[src/sv/idmf_pkg.sv]
// Shared constants and types for the infrared distance median filter.
package idmf_pkg;

	localparam int WINDOW_DEPTH  = 5;
	localparam int FRACTION_BITS = 8;
	localparam int CHANNELS      = 3;

	localparam int RAW_W  = 10;
	localparam int DIST_W = 16;
	localparam int DIV_W  = DIST_W + FRACTION_BITS;

	localparam int IN_DATA_W  = ((CHANNELS * RAW_W + 7) / 8) * 8;
	localparam int OUT_DATA_W = ((CHANNELS * DIST_W + 7) / 8) * 8;

	localparam int ADDR_W = 4;
	localparam int DATA_W = 32;

	// Register indexes (byte address = 4 * index)
	localparam logic [1:0] REG_RAW_FLOOR        = 2'd0;
	localparam logic [1:0] REG_RAW_OFFSET       = 2'd1;
	localparam logic [1:0] REG_DISTANCE_SCALE   = 2'd2;
	localparam logic [1:0] REG_DISTANCE_CEILING = 2'd3;

	localparam logic [RAW_W-1:0]  RAW_FLOOR_RST        = RAW_W'(160);
	localparam logic [RAW_W-1:0]  RAW_OFFSET_RST       = RAW_W'(80);
	localparam logic [DIST_W-1:0] DISTANCE_SCALE_RST   = DIST_W'(6200);
	localparam logic [DIST_W-1:0] DISTANCE_CEILING_RST = DIST_W'(17920);

	typedef logic [RAW_W-1:0]  raw_t;
	typedef logic [DIST_W-1:0] dist_t;

endpackage

[src/sv/ir_distance_median_filter.sv]
// Top level: three-channel infrared distance conversion with sliding-window median.
//
// Usage. Items enter on the s_ stream (raw_front, raw_left, raw_right packed in
// s_tdata) and one result item leaves on the m_ stream per input item, holding the
// median distances in Q8.8 centimetres. The APB port sets the floor, offset, scale
// and ceiling registers; write them only while the block is idle.
//
// Timing. The three channels share one restoring divider that yields one quotient
// bit per cycle, and one median unit that takes one window entry per cycle as a
// candidate. Each channel in turn passes through setup, division (skipped when the
// difference is not positive), clamp, window push, median pass and rotation; a new
// item is taken only after all three results have moved to the output register.
//
// The result sits in an output register: once the core has handed it over, the
// next item is accepted at once and worked on even if the receiver stalls; the
// core then holds its finished result until the output register frees up.
//
// Reset clears the registers to their defaults, the last medians to zero and the
// primed flag, so the first item after reset fills the whole window.
module ir_distance_median_filter (
	input  logic                               clk,
	input  logic                               arst_n,
	// s_tdata: raw_front [9:0], raw_left [19:10], raw_right [29:20], zero pad
	input  logic                               s_tvalid,
	output logic                               s_tready,
	input  logic [idmf_pkg::IN_DATA_W-1:0]     s_tdata,
	// m_tdata: dist_front [15:0], dist_left [31:16], dist_right [47:32]
	output logic                               m_tvalid,
	input  logic                               m_tready,
	output logic [idmf_pkg::OUT_DATA_W-1:0]    m_tdata,
	input  logic                               psel,
	input  logic                               penable,
	input  logic                               pwrite,
	input  logic [idmf_pkg::ADDR_W-1:0]        paddr,
	input  logic [idmf_pkg::DATA_W-1:0]        pwdata,
	output logic [idmf_pkg::DATA_W-1:0]        prdata,
	output logic                               pready
);
	import idmf_pkg::*;

	localparam int CH_W   = (CHANNELS > 1) ? $clog2(CHANNELS) : 1;
	localparam int DCNT_W = $clog2(DIV_W + 1);
	localparam int MCNT_W = $clog2(WINDOW_DEPTH + 1);
	localparam int K_LO   = (WINDOW_DEPTH - 1) / 2;
	localparam int K_HI   = WINDOW_DEPTH / 2;

	typedef enum logic [2:0] {
		S_IDLE,
		S_SETUP,
		S_DIV,
		S_CLAMP,
		S_PUSH,
		S_MED,
		S_NEXT,
		S_DONE
	} state_t;

	state_t state_q;

	// Configuration registers
	raw_t  raw_floor_q;
	raw_t  raw_offset_q;
	dist_t distance_scale_q;
	dist_t distance_ceiling_q;

	logic             cfg_wr;
	logic [1:0]       cfg_idx;

	// Control
	logic [CH_W-1:0]   chan_q;
	logic [DCNT_W-1:0] dcnt_q;
	logic [MCNT_W-1:0] mcnt_q;
	logic              primed_q;
	logic              out_vld_q;
	logic [OUT_DATA_W-1:0] out_q;
	dist_t             last_med_q [CHANNELS];

	// Datapath
	raw_t              raw_q   [CHANNELS];
	logic [DIV_W-1:0]  dvd_q;
	raw_t              div_q;
	raw_t              rem_q;
	dist_t             dist_q;
	dist_t             work_q  [WINDOW_DEPTH];
	dist_t             win_q   [CHANNELS][WINDOW_DEPTH];
	dist_t             m_lo_q;
	dist_t             m_hi_q;
	dist_t             res_q   [CHANNELS];

	logic              in_acc;
	logic              out_load;
	raw_t              raw_sel;
	logic              trivial;
	raw_t              diff;
	logic [RAW_W:0]    rem_sh;
	logic              q_bit;
	logic [RAW_W:0]    rem_nx;
	dist_t             dist_cl;
	dist_t             dist_nz;
	logic [WINDOW_DEPTH-1:0] lt_vec;
	logic [WINDOW_DEPTH-1:0] le_vec;
	logic [MCNT_W-1:0] lt_cnt;
	logic [MCNT_W-1:0] le_cnt;
	logic [DIST_W:0]   med_sum;
	dist_t             med;

	// ---------------------------------------------------------------- APB
	assign pready  = 1'b1;
	assign cfg_wr  = psel && penable && pwrite && pready;
	assign cfg_idx = paddr[3:2];

	always_comb begin
		case (cfg_idx)
			REG_RAW_FLOOR:        prdata = DATA_W'(raw_floor_q);
			REG_RAW_OFFSET:       prdata = DATA_W'(raw_offset_q);
			REG_DISTANCE_SCALE:   prdata = DATA_W'(distance_scale_q);
			REG_DISTANCE_CEILING: prdata = DATA_W'(distance_ceiling_q);
			default:              prdata = '0;
		endcase
	end

	always_ff @(posedge clk or negedge arst_n) begin
		if (!arst_n) begin
			raw_floor_q        <= RAW_FLOOR_RST;
			raw_offset_q       <= RAW_OFFSET_RST;
			distance_scale_q   <= DISTANCE_SCALE_RST;
			distance_ceiling_q <= DISTANCE_CEILING_RST;
		end else if (cfg_wr) begin
			case (cfg_idx)
				REG_RAW_FLOOR:        raw_floor_q        <= pwdata[RAW_W-1:0];
				REG_RAW_OFFSET:       raw_offset_q       <= pwdata[RAW_W-1:0];
				REG_DISTANCE_SCALE:   distance_scale_q   <= pwdata[DIST_W-1:0];
				REG_DISTANCE_CEILING: distance_ceiling_q <= pwdata[DIST_W-1:0];
				default: ;
			endcase
		end
	end

	// ---------------------------------------------------------------- handshake
	assign s_tready = (state_q == S_IDLE);
	assign in_acc   = s_tvalid && s_tready;
	assign out_load = (state_q == S_DONE) && (!out_vld_q || m_tready);
	assign m_tvalid = out_vld_q;
	assign m_tdata  = out_q;

	// ---------------------------------------------------------------- conversion
	// The current channel always sits at index 0; the channel rows rotate by one
	// after each channel, so after all of them they are back in order.
	assign raw_sel = (raw_q[0] < raw_floor_q) ? raw_floor_q : raw_q[0];
	assign trivial = (raw_sel <= raw_offset_q);
	assign diff    = raw_sel - raw_offset_q;

	// One restoring division step: bring down the next dividend bit.
	assign rem_sh = {rem_q, dvd_q[DIV_W-1]};
	assign q_bit  = (rem_sh >= {1'b0, div_q});
	assign rem_nx = q_bit ? (rem_sh - {1'b0, div_q}) : rem_sh;

	// Clamp to the ceiling; an inconclusive zero falls back to the last median.
	assign dist_cl = (dvd_q > DIV_W'(distance_ceiling_q)) ? distance_ceiling_q
		: dvd_q[DIST_W-1:0];
	assign dist_nz = (dist_cl == '0) ? last_med_q[0] : dist_cl;

	// ---------------------------------------------------------------- median
	// The candidate is work_q[0]; it is the k-th smallest when fewer than k+1
	// entries lie below it and more than k lie at or below it.
	always_comb begin
		for (int i = 0; i < WINDOW_DEPTH; i++) begin
			lt_vec[i] = (work_q[i] <  work_q[0]);
			le_vec[i] = (work_q[i] <= work_q[0]);
		end
	end

	assign lt_cnt  = MCNT_W'($countones(lt_vec));
	assign le_cnt  = MCNT_W'($countones(le_vec));
	assign med_sum = {1'b0, m_lo_q} + {1'b0, m_hi_q};
	assign med     = med_sum[DIST_W:1];

	// ---------------------------------------------------------------- control
	always_ff @(posedge clk or negedge arst_n) begin
		if (!arst_n) begin
			state_q   <= S_IDLE;
			chan_q    <= '0;
			dcnt_q    <= '0;
			mcnt_q    <= '0;
			primed_q  <= 1'b0;
			out_vld_q <= 1'b0;
			out_q     <= '0;
			for (int c = 0; c < CHANNELS; c++) begin
				last_med_q[c] <= '0;
			end
		end else begin
			// Load a new result, else drop the one the receiver has taken.
			if (out_load) begin
				out_vld_q <= 1'b1;
			end else if (m_tready) begin
				out_vld_q <= 1'b0;
			end
			case (state_q)
				S_IDLE: begin
					if (in_acc) begin
						chan_q  <= '0;
						state_q <= S_SETUP;
					end
				end
				S_SETUP: begin
					dcnt_q  <= DCNT_W'(DIV_W);
					state_q <= trivial ? S_CLAMP : S_DIV;
				end
				S_DIV: begin
					dcnt_q <= dcnt_q - 1'b1;
					if (dcnt_q == DCNT_W'(1)) begin
						state_q <= S_CLAMP;
					end
				end
				S_CLAMP: begin
					state_q <= S_PUSH;
				end
				S_PUSH: begin
					mcnt_q  <= '0;
					state_q <= S_MED;
				end
				S_MED: begin
					mcnt_q <= mcnt_q + 1'b1;
					if (mcnt_q == MCNT_W'(WINDOW_DEPTH - 1)) begin
						state_q <= S_NEXT;
					end
				end
				S_NEXT: begin
					for (int c = 0; c < CHANNELS - 1; c++) begin
						last_med_q[c] <= last_med_q[c+1];
					end
					last_med_q[CHANNELS-1] <= med;
					if (chan_q == CH_W'(CHANNELS - 1)) begin
						chan_q  <= '0;
						state_q <= S_DONE;
					end else begin
						chan_q  <= chan_q + 1'b1;
						state_q <= S_SETUP;
					end
				end
				S_DONE: begin
					// Hold the result until the output register is free.
					if (out_load) begin
						for (int c = 0; c < CHANNELS; c++) begin
							out_q[c*DIST_W +: DIST_W] <= res_q[c];
						end
						primed_q  <= 1'b1;
						state_q   <= S_IDLE;
					end
				end
				default: begin
					state_q <= S_IDLE;
				end
			endcase
		end
	end

	// ---------------------------------------------------------------- datapath
	always_ff @(posedge clk) begin
		case (state_q)
			S_IDLE: begin
				if (in_acc) begin
					for (int c = 0; c < CHANNELS; c++) begin
						raw_q[c] <= s_tdata[c*RAW_W +: RAW_W];
					end
				end
			end
			S_SETUP: begin
				rem_q <= '0;
				div_q <= diff;
				// A non-positive difference gives the ceiling straight away.
				dvd_q <= trivial ? DIV_W'(distance_ceiling_q)
					: (DIV_W'(distance_scale_q) << FRACTION_BITS);
			end
			S_DIV: begin
				rem_q <= rem_nx[RAW_W-1:0];
				dvd_q <= {dvd_q[DIV_W-2:0], q_bit};
			end
			S_CLAMP: begin
				dist_q <= dist_nz;
			end
			S_PUSH: begin
				// Fill the whole window on the first item, else slide it by one.
				for (int i = 0; i < WINDOW_DEPTH - 1; i++) begin
					work_q[i] <= primed_q ? win_q[0][i+1] : dist_q;
				end
				work_q[WINDOW_DEPTH-1] <= dist_q;
			end
			S_MED: begin
				if ((lt_cnt <= MCNT_W'(K_LO)) && (le_cnt > MCNT_W'(K_LO))) begin
					m_lo_q <= work_q[0];
				end
				if ((lt_cnt <= MCNT_W'(K_HI)) && (le_cnt > MCNT_W'(K_HI))) begin
					m_hi_q <= work_q[0];
				end
				// Rotate; after a full pass the row is back in order.
				for (int i = 0; i < WINDOW_DEPTH - 1; i++) begin
					work_q[i] <= work_q[i+1];
				end
				work_q[WINDOW_DEPTH-1] <= work_q[0];
			end
			S_NEXT: begin
				for (int c = 0; c < CHANNELS - 1; c++) begin
					raw_q[c] <= raw_q[c+1];
					res_q[c] <= res_q[c+1];
					for (int i = 0; i < WINDOW_DEPTH; i++) begin
						win_q[c][i] <= win_q[c+1][i];
					end
				end
				raw_q[CHANNELS-1] <= raw_q[0];
				res_q[CHANNELS-1] <= med;
				for (int i = 0; i < WINDOW_DEPTH; i++) begin
					win_q[CHANNELS-1][i] <= work_q[i];
				end
			end
			default: ;
		endcase
	end

	// ---------------------------------------------------------------- checks
	a_div_nonzero: assert property (@(posedge clk) disable iff (!arst_n)
		(state_q == S_DIV) |-> (div_q != '0))
		else $error("divider running with a zero divisor");

	a_chan_range: assert property (@(posedge clk) disable iff (!arst_n)
		(chan_q <= CH_W'(CHANNELS - 1)))
		else $error("channel counter out of range");

	a_accept_setup: assert property (@(posedge clk) disable iff (!arst_n)
		in_acc |=> (state_q == S_SETUP) && (chan_q == '0))
		else $error("accepted item did not start conversion");

	a_out_load: assert property (@(posedge clk) disable iff (!arst_n)
		(out_vld_q && !m_tready && (state_q == S_DONE)) |=> (state_q == S_DONE))
		else $error("result dropped while the output register was full");

endmodule
[config.mk]
export PLATFORM = sky130hd
export DESIGN_NAME = ir_distance_median_filter
export DESIGN_NICKNAME = d
export VERILOG_FILES = /design/src/sv/idmf_pkg.sv /design/src/sv/ir_distance_median_filter.sv
export SDC_FILE = /design/constraint.sdc
export NUM_CORES = 1
export LEC_CHECK = 0
export BUFFER_PORTS_ARGS = -buffer_cell sky130_fd_sc_hd__clkbuf_2
export CAP_MARGIN = 40
export CORE_MARGIN = 2
export CORE_UTILIZATION = 35
export DETAILED_ROUTE_END_ITERATION = 10
export PLACE_DENSITY = 0.62
export SKIP_CTS_REPAIR_TIMING = 1
export SYNTH_ARGS = -nofsm -noshare
export SYNTH_HDL_FRONTEND = slang
export SYNTH_SLANG_ARGS = --single-unit
[constraint.sdc]
create_clock -name clk -period 11.5 [get_ports clk]
set_input_delay 1.725 -clock clk [delete_from_list [all_inputs] [get_ports clk]]
set_output_delay 1.725 -clock clk [all_outputs]
set_load 0.1 [all_outputs]
==> flow_summary.ini, run 1 <==
[worst_setup_path]
required_ns = 9.78
cp_common_cell = clkbuf_2
critPathMaxStageDelay_ns = 0.63
critPathSlowestCell = mux4_2
cp-start-kind = input pin
worst_setup_path_end_kind = primary output
worstPathArrival_ns = 3.18
path_delay_family = buffers and inverters
crit_path_cell_trace = clkbuf_2 > mux4_2 > clkbuf_2
crit_fanout = 19
worstSetupPathType = in2out
crit_buf_inv = 2

[clock_network]
cts_buffers = 59
cts_max_level = 2
cts_buffer_depth = 3
clk_latency_ns = 0.65
cts_sinks = 589
cts_tree = built
root_buffer = clkbuf_16
clkTransAtPathRegs_ns = 0.06

[die]
die_h_um = 275
io-pin-count = 158
die_w_um = 275
dieArea_um2 = 75400
start_util_pct = 35.3
coreArea_um2 = 72700
row_count = 99

[logic_synthesis]
synth_commonest_cells = 426 x edfxtp_1, 328 x nand2_1, 173 x a21oi_1, 151 x dfrtp_1, 119 x ha_1
synth_edf_count = 426
yosysMostFrequentCell = edfxtp_1
netlist.top_cell.by_area = edfxtp_1
synth_top_area_share_pct = 49.9
yosys-top-cells-area = edfxtp_1 50%, dfrtp_1 15%, ha_1 5.8%, nand2_1 4.8%, a21oi_1 3.4%
ys_seq_area_share_pct = 65.9
synthFlopType = edfxtp_1
syn_inst = 1974
postSynth.asyncResetShare_pct = 27.7
avgSynthCellArea_um2 = 13.0
ys_types = 71
yosys_warnings = 0
syn-cell-area_um2 = 25600
synth.ff_latch_count = 589

[global_routing]
antenna_found_initial = 1
grt_pass1_wl_mm = 87.8
grt.total_usage_pct = 14.6
grt_max_degree = 97
grt_pass1_vias = 15500
gr-total-overflow = 0

[sta]
setup_violations = 0
hold_viol = 0
fmax_ghz = 0.204
slew_headroom_pct = 38.3
period_share_pct = 42.7
final.min_clock_period_ns = 4.91
drv_slew = 0
fin_skew_ns = 0.0643
rsz0062_at_grt = no
worstMarginPinSlew_ns = 0.926
finalSetupTns_ns = 0

[power_and_ir_drop]
seqPwrFrac_pct = 42.0
clkPwrFrac_pct = 21.9
intPower_mw = 5.14
combPwrFrac_pct = 36.1
switchingPower_mw = 3.44
power_density_nw_per_um2 = 293
ir_worst_vdd_mv = 0.290
swShare_pct = 40.0
leakagePower_nw = 11.6

[route]
viasPerCell = 5.02
ant_nets = 0
drtIter0Drc = 908
remaining_drc_errors = 0
dr_total_vias = 15600
wirelength_mm = 54.8
drt-pass1-iter-count = 6
wl_per_cell_um = 17.6

[cells_and_area]
num-fill-cells = 6769
drive_gt1_share_pct = 16.2
fin_cells = 3112
utilization_pct = 40.2
area_delta_synth_final_pct = 14.1
finalNetCount = 2300
antennaDiodeCount = 0

[flow_run]
maxCapViolCount = 0

[place]
dp_hpwl_mm = 37.6
dp_cells = 3000
io_buffers = 120
place.gp.congestion = 0.869

[outcome]
status = complete, no violations

[min_path]
hp-class = reg2reg
## through the flow
step	area, um2	hold WS [ns]	total power, mW	setup slack (ns)
after floorplan	25700	0.400	5.92	3.01
after global placement	27200	0.401	6.60	6.60
after detailed placement	27400	0.405	6.74	6.58
after CTS	29200	0.362	8.65	6.58
after global routing	29200	0.368	9.10	6.39
final	29200	0.364	8.58	6.59
## power groups by stage
stage | Combinational [mW] | Clock, mW | Sequential, mW
2_1_floorplan | 1.80 | 0 | 4.12
3_3_place_gp | 2.98 | 0 | 3.62
3_5_place_dp | 3.11 | 0 | 3.64
4_1_cts | 3.12 | 1.93 | 3.60
5_1_grt | 3.40 | 2.02 | 3.68
6_report | 3.10 | 1.88 | 3.60
## kinds of logic after synthesis
kind of cell | Yosys count | share of synthesized area, %
DFF | 589 | 65.9
AOI/OAI and AO/OA | 355 | 8.36
adders and majority gates | 123 | 6.12
muxes | 131 | 6.09
buffers and inverters | 182 | 3.14
xor gates and xnor gates | 12 | 0.410
and+or+nand+nor | 580 | 9.99
other | 2 | 0.0293
## cells in the final DEF, fill, tap and decap left out, drive strengths merged, types with 7 or more instances in the layout
master  synthesis  final
o22ai          15     15
or2             7      7
clkinv          0     19
nor2b          33     33
nor2          101    101
o21a           16     16
mux4           10     10
ha            119    119
nand4          22     22
o31ai           7      7
mux2i          20     20
buf            33     25
a21o            8      8
edfxtp        426    426
dfstp          12     12
clkbuf         59    203
mux2          101    101
a211o          15     15
inv            90     94
xnor2           7      7
and2           19     19
o21ai          66     66
nor4           11     11
nand3          12     12
nor3           22     22
conb            2     17
nand2b          9      9
a21oi         174    174
nand2         328    328
a22o           17     17
dfrtp         151    151
## metal layers
metal	wire (um)	track usage, %	vias to the layer above
met1	25300	20.6	7763
li1	-	-	7393
met3	2690	2.24	92
met2	25000	22.9	360
met5	0	0	-
met4	1690	5.33	0
## area by class of cell
cell class	instances	area, um2	area share, %
clock buffer	84	1640	5.61
clock inverter	28	258	0.881
inverter	90	347	1.18
multi-input combinational	1218	8040	27.5
sequential	589	16900	57.7
tap	959	1200	4.10
timing repair buffer	144	875	2.99
## state kept, by name, indices dropped and copies added, names as in the netlist
signal,cells
work_q,80
raw_q,30
distance_ceiling_q,16
div_q,10
m_tvalid,1
rem_q,10
state_q,3
win_q,192
res_q,48
distance_scale_q,16
dvd_q,24
last_med_q,48
raw_floor_q,10
mcnt_q,3
primed_q,1
chan_q,2
m_hi_q,16
dcnt_q,5
m_tdata,48
dist_q,16
raw_offset_q,10
## path summary, 6_finish.rpt
| kind | startpoint | end | slack (ns) | cells after the start |
|---|---|---|---|---|
| max | paddr[3] | prdata[1] | 6.59 | 3 |
| min | win_q[1][43] | win_q[0][43] | 0.36 | 0 |
| max reg2reg | raw_floor_q[7] | dvd_q[4] | 6.85 | 18 |
| min reg2reg | win_q[1][43] | win_q[0][43] | 0.36 | 0 |
| max in group asynchronous | arst_n | raw_offset_q[5] | 8.90 | 4 |
| min in group asynchronous | arst_n | m_tdata[5] | 0.99 | 1 |
(Power assumes the default switching activity.)
==> run 2: changes to the inputs <==
- PLACE_DENSITY: 0.62 -> 0.64
- clock period: 11.5 -> 4.3 ns (I/O delays scaled with it)
==> run 2 against run 1 <==
- core utilization grew 0.53 points
- routed wire length is 0.55% higher
- combinational power rose to 2.7 times the previous value
- sequential share of layout area decreased by 0.75 points
- power rose to 2.8 times the previous value
- final cell count is 0.29% higher
- non-clock buffer count rose by 11
- worst hold slack got worse by 0.29 ns
- clock power grew to 2.9 times the previous value
==> flow_summary.ini, run 2 (same netlist as run 1, synthesis figures left out) <==
[die]
coreArea_um2 = 72700
io-pin-count = 158
dieArea_um2 = 75400
row_count = 99
start_util_pct = 35.3
die_h_um = 275
die_w_um = 275

[sta]
final.setup.worst_slack_ns = 0.220
drv_slew = 0
fmax_ghz = 0.245
setup_violations = 0
worstMarginPinSlew_ns = 0.920
slew_headroom_pct = 38.7
fin_skew_ns = 0.0383
fin_hold_ws_ns = 0.0692
finalSetupTns_ns = 0
final.min_clock_period_ns = 4.08
hold_viol = 0
period_share_pct = 94.9

[worst_setup_path]
cp_common_cell = ha_1
critPathSlowestCell = dfstp_2
crit_fanout = 11
crit_buf_inv = 3
crit_path_cell_trace = inv_1 > ha_1 > o21a_1 > o21ai_1 > nor2_1 > a211o_1 > a21oi_4 > buf_4 > mux2_1 > ha_1 > a21oi_2 > o21bai_2 > a21oi_1 > a211oi_4 > buf_12 > and2_2 > a22o_1
worstPathArrival_ns = 4.45
cp-start-kind = register
worstRegToRegCells = 17
required_ns = 4.67
path_delay_family = compound AO/OA/AOI/OAI gates
worstSetupPathType = reg2reg
cp_num_cells = 17
critPathMaxStageDelay_ns = 0.56
worst_setup_path_end_kind = register

[global_routing]
gr-total-overflow = 0
grt.total_usage_pct = 14.6
antenna_found_initial = 1
grt_max_degree = 115
grt_pass1_wl_mm = 88.2
grt_pass1_vias = 15700

[flow_run]
maxCapViolCount = 0

[outcome]
status = complete, no violations

[place]
postPlaceCellArea_um2 = 27400
io_buffers = 120
dp_hpwl_mm = 37.8
place.gp.congestion = 0.877
place_ws_ns = 0.0395

[cells_and_area]
layout_commonest_cell = edfxtp_1
num-fill-cells = 6696
largestRegisters = win_q (192), work_q (80)
utilization_pct = 40.8
largest_reg_flops = 192
top_register = win_q
finalNetCount = 2310
area_delta_synth_final_pct = 15.6
drive_gt1_share_pct = 17.3
design_area_um2 = 29600
layout_common_cells = 426 x edfxtp_1, 327 x nand2_1, 170 x a21oi_1, 150 x dfrtp_1, 119 x clkbuf_2
antennaDiodeCount = 0

[clock_network]
clkTransAtPathRegs_ns = 0.06
cts_buffer_depth = 3
cts_buffers = 58
cts_tree = built
root_buffer = clkbuf_16
cts_max_level = 2
clk_latency_ns = 0.64
cts_sinks = 589

[route]
ant_nets = 0
drtIter0Drc = 1093
viasPerCell = 4.99
dr_total_vias = 15600
wirelength_mm = 55.1
drt-pass1-iter-count = 5
wl_per_cell_um = 17.6
remaining_drc_errors = 0

[power_and_ir_drop]
intPower_mw = 14.4
power_density_nw_per_um2 = 798
ir_worst_vdd_mv = 0.966
clkPwrFrac_pct = 23.2
switchingPower_mw = 9.27
leakagePower_nw = 11.8
combPwrFrac_pct = 36.0
seqPwrFrac_pct = 40.8
swShare_pct = 39.2

[min_path]
hp-class = in2async
run 2: cell count changes in the layout (fill, tap and decap cells not counted), moves of 3 or more:
cell	delta
a21oi_1	-3
buf_12	+5
buf_16	-3
buf_4	+8
bufinv_16	+3
clkbuf_1	-9
clkbuf_16	+7
clkinv_2	-5
run 2: path summary, 6_finish.rpt:
| check | from | slack [ns] | end |
|---|---|---|---|
| max in group asynchronous | arst_n | 3.25 | last_med_q[24] |
| setup / recovery | raw_floor_q[7] | 0.22 | dvd_q[21] |
| hold / removal | arst_n | 0.07 | mcnt_q[0] |
| min in group clk | pwdata[13] | 0.25 | distance_ceiling_q[13] |
| setup reg to reg | raw_floor_q[7] | 0.22 | dvd_q[21] |
| hold reg to reg | win_q[1][12] | 0.39 | win_q[0][12] |
run 2: final cells by class:
cell class | count | area (um2) | area share [%]
Sequential cell | 589 | 16900 | 57.0
Multi-Input combinational cell | 1218 | 8100 | 27.3
Clock buffer | 84 | 1810 | 6.11
Tap cell | 959 | 1200 | 4.05
Timing Repair Buffer | 155 | 957 | 3.23
Inverter | 90 | 347 | 1.17
Clock inverter | 26 | 334 | 1.13
run 2: through the flow:
stage,total power [mW],cells
final,23.6,3121
after global routing,25.0,3121
after CTS,23.7,3120
after detailed placement,18.2,3010
after global placement,17.8,3006
after floorplan,15.7,1989
run 2: power groups by stage:
stage | sequential (mW) | clock [mW] | combinational (mW)
after detailed placement | 9.74 | 0 | 8.43
after CTS | 9.65 | 5.62 | 8.48
after global placement | 9.68 | 0 | 8.12
final | 9.64 | 5.49 | 8.50
after floorplan | 10.9 | 0 | 4.81
after global routing | 9.83 | 5.85 | 9.36
run 2: layer usage:
layer  vias up  track usage, %  share of wire, %
met5         -               0                 0
met4         0            3.36               1.6
met3        68            2.03               4.0
met2       328            24.1                48
met1      7775            20.5                47
li1       7396               -                 -
